## src/design/pap_pkg.sv

```systemverilog
`timescale 1ns / 1ps

package pap_pkg;

  localparam int COORD_W       = 16;
  localparam int FRACTION_BITS = 8;
  localparam int MAX_VERTICES  = 4096;

  localparam int CNT_W   = 13;
  localparam int CROSS_W = 45;
  localparam int AREA_W  = 44;
  localparam int PERIM_W = 37;

  // Multiplier operands are wide enough to hold a coordinate difference.
  localparam int OP_W   = COORD_W + 1;
  localparam int PROD_W = 2 * OP_W;

  // Sum of two squares, unsigned.
  localparam int SQ_W   = 2 * COORD_W + 1;
  localparam int ROOT_W = (SQ_W + 1) / 2 + FRACTION_BITS;
  localparam int RAD_W  = 2 * ROOT_W;
  localparam int REM_W  = ROOT_W + 2;
  localparam int ITER_W = $clog2(ROOT_W);

endpackage

```

## src/design/pap_isqrt.sv

```systemverilog
`timescale 1ns / 1ps

module pap_isqrt
  import pap_pkg::*;
(
  input  logic              clk,
  input  logic              rst_n,
  input  logic              start,
  input  logic [SQ_W-1:0]   radicand,
  output logic              done,
  output logic [ROOT_W-1:0] root
);

  logic              busy_r;
  logic              done_r;
  logic [ITER_W-1:0] it_r;
  logic [RAD_W-1:0]  rad_r;
  logic [REM_W-1:0]  rem_r;
  logic [ROOT_W-1:0] root_r;

  logic [REM_W-1:0]  rem_shift;
  logic [REM_W-1:0]  trial;
  logic              take;

  assign rem_shift = {rem_r[REM_W-3:0], rad_r[RAD_W-1 -: 2]};
  assign trial     = {root_r, 2'b01};
  assign take      = (rem_shift >= trial);

  always_ff @(posedge clk) begin
    if (!rst_n) begin
      busy_r <= 1'b0;
      done_r <= 1'b0;
      it_r   <= '0;
    end else begin
      done_r <= 1'b0;
      if (start) begin
        busy_r <= 1'b1;
        it_r   <= ITER_W'(ROOT_W - 1);
        rad_r  <= RAD_W'(radicand) << (2 * FRACTION_BITS);
        rem_r  <= '0;
        root_r <= '0;
      end else if (busy_r) begin
        rad_r  <= rad_r << 2;
        rem_r  <= take ? (rem_shift - trial) : rem_shift;
        root_r <= {root_r[ROOT_W-2:0], take};
        it_r   <= it_r - 1'b1;
        if (it_r == '0) begin
          busy_r <= 1'b0;
          done_r <= 1'b1;
        end
      end
    end
  end

  assign done = done_r;
  assign root = root_r;

endmodule

```

## src/design/polygon_area_perimeter.sv

```systemverilog
`timescale 1ns / 1ps

// Channel   Ports                                                   Direction
// in        in_valid/in_ready, in_x_coord, in_y_coord,              vertex beat in
//           in_last_vertex
// out       out_valid/out_ready, out_twice_area, out_clockwise,     polygon result out
//           out_perimeter, out_vertex_total, out_overflow
//
// The first vertex of a polygon is stored; every other vertex up to MAX_VERTICES runs
// one edge: a difference state, five multiplier steps and the 25-step square root
// that starts on the fourth step. Vertices beyond MAX_VERTICES are dropped and set
// the overflow flag. A last vertex adds the closing edge and an output state.
// Synchronous active-low reset clears the sums, the count and both channels.
// in_ready is low while an edge runs; a result held by out_ready stalls only
// the next polygon's closing.

module polygon_area_perimeter
  import pap_pkg::*;
(
  input  logic                      clk,
  input  logic                      rst_n,
  input  logic                      in_valid,
  output logic                      in_ready,
  input  logic signed [COORD_W-1:0] in_x_coord,
  input  logic signed [COORD_W-1:0] in_y_coord,
  input  logic                      in_last_vertex,
  output logic                      out_valid,
  input  logic                      out_ready,
  output logic [AREA_W-1:0]         out_twice_area,
  output logic                      out_clockwise,
  output logic [PERIM_W-1:0]        out_perimeter,
  output logic [CNT_W-1:0]          out_vertex_total,
  output logic                      out_overflow
);

  typedef enum logic [2:0] {
    S_IDLE,
    S_DIFF,
    S_MUL,
    S_ROOT,
    S_OUT
  } state_t;

  localparam logic [2:0] MUL_LAST = 3'd4;

  state_t                     state_r;
  logic [2:0]                 step_r;
  logic signed [COORD_W-1:0]  first_x_r, first_y_r, prev_x_r, prev_y_r;
  logic signed [COORD_W-1:0]  ax_r, ay_r, bx_r, by_r;
  logic signed [OP_W-1:0]     dx_r, dy_r;
  logic signed [PROD_W-1:0]   prod_r;
  logic [SQ_W-1:0]            sq_r;
  logic [CROSS_W-1:0]         cross_r;
  logic [PERIM_W-1:0]         perim_r;
  logic [CNT_W-1:0]           count_r;
  logic                       ovf_r;
  logic                       close_pend_r;
  logic                       closing_r;

  logic                       out_valid_r;
  logic [AREA_W-1:0]          out_area_r;
  logic                       out_cw_r;
  logic [PERIM_W-1:0]         out_perim_r;
  logic [CNT_W-1:0]           out_count_r;
  logic                       out_ovf_r;

  logic signed [OP_W-1:0]     mul_a, mul_b;
  logic signed [PROD_W-1:0]   prod;
  logic [CROSS_W-1:0]         prod_ext;
  logic [PERIM_W:0]           perim_sum;
  logic [CROSS_W-1:0]         cross_mag;
  logic                       root_start;
  logic                       root_done;
  logic [ROOT_W-1:0]          root_val;
  logic                       out_load;

  pap_isqrt u_isqrt (
    .clk      (clk),
    .rst_n    (rst_n),
    .start    (root_start),
    .radicand (sq_r),
    .done     (root_done),
    .root     (root_val)
  );

  always_comb begin
    case (step_r)
      3'd0: begin
        mul_a = dx_r;
        mul_b = dx_r;
      end
      3'd1: begin
        mul_a = dy_r;
        mul_b = dy_r;
      end
      3'd2: begin
        mul_a = OP_W'(ax_r);
        mul_b = OP_W'(by_r);
      end
      default: begin
        mul_a = OP_W'(bx_r);
        mul_b = OP_W'(ay_r);
      end
    endcase
  end

  assign prod       = mul_a * mul_b;
  assign prod_ext   = {{(CROSS_W - PROD_W){prod_r[PROD_W-1]}}, prod_r};
  assign perim_sum  = {1'b0, perim_r} + (PERIM_W + 1)'(root_val);
  assign cross_mag  = cross_r[CROSS_W-1] ? ({CROSS_W{1'b0}} - cross_r) : cross_r;
  assign root_start = (state_r == S_MUL) && (step_r == 3'd3);
  assign out_load   = (state_r == S_OUT) && (!out_valid_r || out_ready);
  assign in_ready   = (state_r == S_IDLE);

  always_ff @(posedge clk) begin
    if (!rst_n) begin
      state_r      <= S_IDLE;
      step_r       <= '0;
      cross_r      <= '0;
      perim_r      <= '0;
      count_r      <= '0;
      ovf_r        <= 1'b0;
      close_pend_r <= 1'b0;
      closing_r    <= 1'b0;
      out_valid_r  <= 1'b0;
    end else begin
      if (out_valid_r && out_ready && !out_load) begin
        out_valid_r <= 1'b0;
      end
      case (state_r)
        S_IDLE: begin
          if (in_valid) begin
            if (count_r == '0) begin
              first_x_r <= in_x_coord;
              first_y_r <= in_y_coord;
              prev_x_r  <= in_x_coord;
              prev_y_r  <= in_y_coord;
              count_r   <= CNT_W'(1);
              if (in_last_vertex) begin
                ax_r         <= in_x_coord;
                ay_r         <= in_y_coord;
                bx_r         <= in_x_coord;
                by_r         <= in_y_coord;
                close_pend_r <= 1'b0;
                closing_r    <= 1'b1;
                state_r      <= S_DIFF;
              end
            end else if (count_r < CNT_W'(MAX_VERTICES)) begin
              ax_r         <= prev_x_r;
              ay_r         <= prev_y_r;
              bx_r         <= in_x_coord;
              by_r         <= in_y_coord;
              prev_x_r     <= in_x_coord;
              prev_y_r     <= in_y_coord;
              count_r      <= count_r + 1'b1;
              close_pend_r <= in_last_vertex;
              closing_r    <= 1'b0;
              state_r      <= S_DIFF;
            end else begin
              ovf_r <= 1'b1;
              if (in_last_vertex) begin
                ax_r         <= prev_x_r;
                ay_r         <= prev_y_r;
                bx_r         <= first_x_r;
                by_r         <= first_y_r;
                close_pend_r <= 1'b0;
                closing_r    <= 1'b1;
                state_r      <= S_DIFF;
              end
            end
          end
        end
        S_DIFF: begin
          dx_r    <= OP_W'(bx_r) - OP_W'(ax_r);
          dy_r    <= OP_W'(by_r) - OP_W'(ay_r);
          step_r  <= '0;
          state_r <= S_MUL;
        end
        S_MUL: begin
          prod_r <= prod;
          step_r <= step_r + 1'b1;
          case (step_r)
            3'd1:    sq_r    <= prod_r[SQ_W-1:0];
            3'd2:    sq_r    <= sq_r + prod_r[SQ_W-1:0];
            3'd3:    cross_r <= cross_r + prod_ext;
            3'd4:    cross_r <= cross_r - prod_ext;
            default: ;
          endcase
          if (step_r == MUL_LAST) begin
            state_r <= S_ROOT;
          end
        end
        S_ROOT: begin
          if (root_done) begin
            perim_r <= perim_sum[PERIM_W] ? {PERIM_W{1'b1}} : perim_sum[PERIM_W-1:0];
            if (close_pend_r) begin
              ax_r         <= prev_x_r;
              ay_r         <= prev_y_r;
              bx_r         <= first_x_r;
              by_r         <= first_y_r;
              close_pend_r <= 1'b0;
              closing_r    <= 1'b1;
              state_r      <= S_DIFF;
            end else if (closing_r) begin
              state_r <= S_OUT;
            end else begin
              state_r <= S_IDLE;
            end
          end
        end
        S_OUT: begin
          if (out_load) begin
            out_valid_r <= 1'b1;
            out_area_r  <= cross_mag[AREA_W-1:0];
            out_cw_r    <= cross_r[CROSS_W-1];
            out_perim_r <= perim_r;
            out_count_r <= count_r;
            out_ovf_r   <= ovf_r;
            cross_r     <= '0;
            perim_r     <= '0;
            count_r     <= '0;
            ovf_r       <= 1'b0;
            closing_r   <= 1'b0;
            state_r     <= S_IDLE;
          end
        end
        default: state_r <= S_IDLE;
      endcase
    end
  end

  assign out_valid        = out_valid_r;
  assign out_twice_area   = out_area_r;
  assign out_clockwise    = out_cw_r;
  assign out_perimeter    = out_perim_r;
  assign out_vertex_total = out_count_r;
  assign out_overflow     = out_ovf_r;

`ifndef SYNTHESIS
  a_root_in_wait: assert property (@(posedge clk) disable iff (!rst_n)
    root_done |-> (state_r == S_ROOT))
    else $error("root finished outside its wait state");

  a_count_bound: assert property (@(posedge clk) disable iff (!rst_n)
    count_r <= CNT_W'(MAX_VERTICES))
    else $error("vertex count beyond maximum");

  a_clear_after_load: assert property (@(posedge clk) disable iff (!rst_n)
    out_load |=> (count_r == '0) && (cross_r == '0) && (perim_r == '0) && !ovf_r)
    else $error("sums not cleared after result load");

  a_result_count: assert property (@(posedge clk) disable iff (!rst_n)
    out_valid_r |-> (out_count_r != '0))
    else $error("result beat with zero vertices");
`endif

endmodule
```

## config.mk

```make
export PLATFORM = sky130hd
export DESIGN_NAME = polygon_area_perimeter
export DESIGN_NICKNAME = d
export VERILOG_FILES = /design/src/design/pap_pkg.sv /design/src/design/pap_isqrt.sv /design/src/design/polygon_area_perimeter.sv
export SDC_FILE = /design/constraint.sdc
export NUM_CORES = 2
export LEC_CHECK = 0
export ABC_CLOCK_PERIOD_IN_PS = 9150
export BUFFER_PORTS_ARGS = -buffer_cell sky130_fd_sc_hd__buf_2
export CAP_MARGIN = 20
export CORE_MARGIN = 2
export CORE_UTILIZATION = 40
export DETAILED_ROUTE_END_ITERATION = 8
export SLEW_MARGIN = 15
export SYNTH_ARGS = -nofsm -noshare
export SYNTH_HDL_FRONTEND = slang
export SYNTH_HIERARCHICAL = 1
export SYNTH_SLANG_ARGS = --single-unit
```

## constraint.sdc

```tcl
create_clock -name clk -period 9.15 [get_ports clk]
set_input_delay 0.915 -clock clk [delete_from_list [all_inputs] [get_ports clk]]
set_output_delay 0.915 -clock clk [all_outputs]
set_load 0.005 [all_outputs]
```

# After elaboration in Yosys (flattened, before gate mapping)
# Cells that the tools add are included.
[op_classes]
n_addsub = 11
multipliers = 1
order_cmp = 2
n_eq_ne = 19
muxes = 93
n_bitwise = 2
n_reduce_logical = 37
[ops]
columns = ["operator", "count"]
rows = [
  ["$mux W16", 30],
  ["$pmux W45 S2", 2],
  ["$pmux W16 S2", 4],
  ["$mux W37", 3],
  ["$pmux W17 S3", 2],
  ["$mux W25", 3],
  ["$pmux W37 S2", 1],
  ["$pmux W33 S2", 1],
  ["$mux W13", 4],
  ["$mux W50", 1],
  ["$mux W49", 1],
  ["$add A45 B45 Y45", 1],
  ["$mux W45", 1],
  ["$sub A45 B45 Y45", 1],
  ["$mux W44", 1],
  ["$sub A1 B44 Y44 const A", 1],
  ["$add A37 B25 Y38", 1],
  ["$mul A17 B17 Y34", 1],
  ["$sub A16 B16 Y17", 2],
  ["$add A33 B33 Y33", 1],
  ["$ge A27 B27 Y1", 1],
  ["$mux W3", 9],
  ["$pmux W13 S2", 1],
  ["$sub A25 B25 Y25", 1],
  ["33 further kinds", 91],
]
[word_totals]
reg_bits = 535
elab_cells = 199

# Longest topological paths before layout
[depth]
depth_word = 8
mapped_depth = 34
mapped_depth_nobuf = 32

# Hierarchy
# The synthesis kept the hierarchy.
[by_module_without_submodules]
columns = ["module", "instances", "cells_each", "area_per_inst_um2", "seq_area_each_um2"]
rows = [
  ["polygon_area_perimeter", 1, 3527, 34745.8, 11861.4],
  ["pap_isqrt", 1, 480, 5275.1, 2662.6],
]

# Least setup slack after synthesis
# Ideal clock, no wire load.
[synth_path]
path_type = "register -> register"
from = "reg step_r[0]"
to = "reg prod_r[23] (data pin)"
setup_ns = 0.258
t_arrival_ns = 8.059
required_time_ns = 8.892
setup_slack_ns = 0.833
stages_incl_launch_ff = 31
synth_period_minus_slack_ns = 8.317
path_cell_list = "dfxtp_1 > inv_1 > ha_1 > nor2b_1 > clkbuf_1 > nor3_1 > clkbuf_1 > a221oi_1 > a22oi_1 > clkbuf_1 > nand2_1 > fa_1 > inv_1 > fa_1 > inv_1 > fa_1 > inv_1 > fa_1 > fa_1 > inv_1 > fa_1 > inv_1 > ha_1 > and3_1 > a221oi_1 > nor2b_1 > o21a_1 > or4_1 > a31o_2 > a21oi_1 > xnor2_1"
[synth_between]
elab_chain_cells = 3
word_cells_on_any_way = 6
classes_between = "mul (1); eq/ne (2); mux (2); reduce/logical (1)"
[synth_rtl]
columns = ["element", "line", "source"]
rows = [
  ["from (decl)", "polygon_area_perimeter.sv:47", "logic [2:0] step_r;"],
  ["from (signal assigned)", "polygon_area_perimeter.sv:181", "step_r <= step_r + 1'b1;"],
  ["$eq A3 B2 Y1 (tied with other cells)", "polygon_area_perimeter.sv:87", "case (step_r)"],
  ["$pmux W17 S3", "polygon_area_perimeter.sv:87", ""],
  ["$mul A17 B17 Y34 *", "polygon_area_perimeter.sv:107", "assign prod = mul_a * mul_b;"],
  ["named net prod[23]", "polygon_area_perimeter.sv:68", "logic signed [PROD_W-1:0] prod;"],
  ["to (signal assigned)", "polygon_area_perimeter.sv:180", "prod_r <= prod;"],
  ["to (decl)", "polygon_area_perimeter.sv:51", "logic signed [PROD_W-1:0] prod_r;"],
]
# The timed path passes the listed nets; every way through them passes the cells marked *.
# A chain may end at the register's enable or synchronous reset.

# Final worst setup path
# Same ends and word-level chain as after synthesis.

==> results by stage <==
Synth:
- The count of synthesis-stage warnings from yosys is 6.
- The number of distinct standard cells referenced by the synthesized netlist is 87.
- Of all flip-flops after synthesis, the portion carrying an async set or reset was 0.
- Synthesis inferred 521 register bits.
- The post-synth design cell area is 40020 sq um.
- The number of synthesized flops with an enable pin is 409.
- The cell count after synthesis is 4007.
- The number of nets handed over by synthesis was 4601.
- Of the synthesized area, sequential elements account for 0.3629.
- Among all flip-flop cells after synthesis, the most frequent one is sky130_fd_sc_hd__edfxtp_1.
- The synthesized area per cell is 9.988 sq um.

Die:
- In this run the standard cell core region covers 99570 sq um.
- From bottom edge to top edge, the die measures 320.3 microns.
- The die covers 102600 sq um.
- In this run the horizontal extent of the chip is 320.3 microns.
- The starting density of the core is 0.4020.
- The I/O pin total is 135.
- The placement row count is 116.

Timing:
- Measured against its own limit, the worst slew margin works out to 0.3597.
- The final-layout setup total negative slack is 0 ns.
- The maximum achievable frequency is 0.1164 GHz.
- The part of the cycle the worst path needs is 0.9393.
- The number of pins with negative max-slew slack in the final report was 0.
- The final number of hold-violating endpoints was 0.
- The actual transition at the worst max-transition pin is 0.9605 ns.
- The worst path needs 8.595 ns of the cycle, external delays included.
- Setup repair after global routing left no endpoint under its margin.
- The final setup violation count is 0.
- For the final database, setup skew stands at 0.02060 ns.

Outcome:
- The run finished with clean final reports.

Routing:
- Once detail routing completed, the nets flagged for antenna violations numbered 0.
- The number of violations reported at the end of detailed-routing iteration 0 is 2045.
- The routed via count divided by cell count is 5.280.
- The iteration count of the initial detailed-routing pass is 6.
- The aggregate routed wire length is 96340 microns.
- The number of vias in the routed layout is 28966.
- In the routed design, unresolved DRC markers number 0.
- The post-detailed-route wirelength per cell is 17.56 microns.

Worst setup path:
- The critical path in this run is classified as register to register.
- The library cell appearing most often on the critical path is sky130_fd_sc_hd__fa_1.
- The largest single stage delay on the critical path is 0.55 ns.
- The type of origin of the critical path is a register.
- Data on the critical path is required at its endpoint by 9.53 ns.
- In this run the worst path has a maximum fanout of 28.
- The worst-case register-to-register setup slack is 0.56 ns.
- STA classifies the critical path endpoint as a register.
- The cell with the biggest individual delay on the critical path is sky130_fd_sc_hd__fa_1.
- The worst path arrival time is 8.98 ns.

Clock network:
- The maximum clock path buffer count is 3.
- The number of cells upsized or downsized after cts is 0.
- The sink count of the clock tree is 521.
- After clock tree synthesis, the clock-pin slew on the worst setup and hold paths is 0.06 ns.
- The clock latency at the later pin of the worst-skew pair is 0.65 ns.
- The total number of H-tree levels is 2.
- Buffers added to address setup during post-CTS repair amount to 0.
- Clock tree synthesis inserted a total of 60 buffers.
- In this run the clock root is driven by a sky130_fd_sc_hd__clkbuf_16.
- TritonCTS built the clock tree.
- The cts-stage hold buffer count is 0.

Global route:
- The via count of the first global-routing pass came to 29375.
- The layer flagged by global routing as most heavily used is met2.
- The overall track demand over capacity in global routing is 0.1910.
- Entering global routing, the biggest net connects 73 pins.
- For this run, global-route usage on met3 was measured as 0.02298.
- The number of antenna violations at the first check in global routing is 0.
- The wire length of the first global-routing pass is 158000 microns.
- Summed over all layers, the global routing overflow is 0.
- For this run, global-route usage on met1 was measured as 0.2586.
- For this run, global-route usage on met2 was measured as 0.3200.

Finish:
- The filler cells instantiated in the layout total 9477.
- In the final design database the tool counted 4732 nets.
- The fraction of the core area covered by cells at the end of the flow is 0.4470.
- The area growth from synthesis to layout is 11.21%.
- The top cell types in the final layout, fill and taps aside, are 478 x sky130_fd_sc_hd__inv_1, 409 x sky130_fd_sc_hd__edfxtp_1, 379 x sky130_fd_sc_hd__nand2_1.
- The fraction of final layout cells sized beyond drive strength 1 is 0.1103.
- The most common library cell in the layout ignoring fill and taps is sky130_fd_sc_hd__inv_1.

Placed design:
- The number of port buffers is 134.
- The last weighted congestion value of the routability-driven placer is 0.9148.
- The half-perimeter wire length of the detailed placement result is 74990 microns.

Job:
- The tool flagged a number of max-cap violations equal to 0.

Hold path:
- In this run the worst hold path is classified as register to register.
[worst paths after layout]
path | startpoint | end | depth (start not counted)
worst min register to register | ovf_r$_SDFFE_PN0P_ | out_overflow$_DFFE_PP_ | 0
worst max register to register | step_r[0]$_SDFFE_PN0P_ | prod_r[23]$_DFFE_PP_ | 30
worst min-delay path | ovf_r$_SDFFE_PN0P_ | out_overflow$_DFFE_PP_ | 0
worst max-delay path | step_r[0]$_SDFFE_PN0P_ | prod_r[23]$_DFFE_PP_ | 30
[cells in the mapped netlist (all sizes together) (53+ instances only)]
cell type  count  area [sq um]
a21o          96         720.7
clkbuf       118         442.9
nor2b         64         400.4
nand3         53         265.3
a21oi        192         964.7
mux2         100          1126
nand2        380          1426
xor2          70         613.1
xnor2        169          1480
fa           301          6026
dfxtp        112          2242
nor2         344          1291
o21ai        266          1335
edfxtp       409         12280
ha           256          3203
inv          478          1794
[cells by family (layout without fill, tap and decap cells)]
kind of cell,Yosys count,after routing,synth area share
XOR/XNOR,239,239,0.05230
other,0,1,0
buffers and inverters,610,790,0.05774
multiplexers,115,115,0.03189
AO/OA/AOI/OAI,877,877,0.1404
adder cells (fa/ha/maj),557,557,0.2306
AND/OR/NAND/NOR,1088,1088,0.1241
flip-flops,521,521,0.3629
[flip-flops by register name (all words and copies together) (netlist names), 17 cells and up]
register	count
cross_r	45
out_twice_area	44
out_perimeter	37
perim_r	37
prod_r	34
u_isqrt/rad_r	34
sq_r	33
u_isqrt/rem_r	25
u_isqrt/root	25
dx_r	17
dy_r	17
[per-layer routing]
layer  part of all wire  wire length, microns  vias to the layer above
met5                  0                     0                        -
met4              0.031                  2944                        0
met3              0.041                  3931                      159
met2               0.46                 44680                      656
met1               0.46                 44790                    14042
li1                   -                     -                    14109
[metrics by stage]
stage,worst slack [ns],hold slack (ns),instances,cell area [sq um]
2_1_floorplan,0.8328,0.4090,4007,40020
3_3_place_gp,0.7133,0.4347,5372,42380
3_5_place_dp,0.6048,0.4329,5372,42380
4_1_cts,0.5794,0.4305,5483,44460
5_1_grt,0.03255,0.4506,5485,44510
6_report,0.5554,0.4536,5486,44510
[critical path: cells and delay by family, from the launching register on]
kind / cells / cell delay, ns
adders and majority gates: 8 / 3.62
AOI/OAI and AO/OA: 9 / 2.41
and+or+nand+nor: 5 / 1.12
buffers and inverters: 7 / 0.75
DFF: 1 / 0.34
xor gates and xnor gates: 1 / 0.08
[final cells by class]
| cell class | count | area [sq um] | share of cell area |
|---|---|---|---|
| diodes | 1 | 2.502 | 0.00005622 |
| clock buffers | 75 | 1599 | 0.03593 |
| clock inverters | 36 | 483.0 | 0.01085 |
| inverters | 479 | 1798 | 0.04040 |
| multi-input cells | 2876 | 23270 | 0.5229 |
| flip-flops and latches | 521 | 14520 | 0.3263 |
| well taps | 1298 | 1624 | 0.03649 |
| repair buffers | 200 | 1204 | 0.02704 |
Power is not shown: default switching activity piles up to over one toggle a cycle in this logic, so the estimate is an artifact.
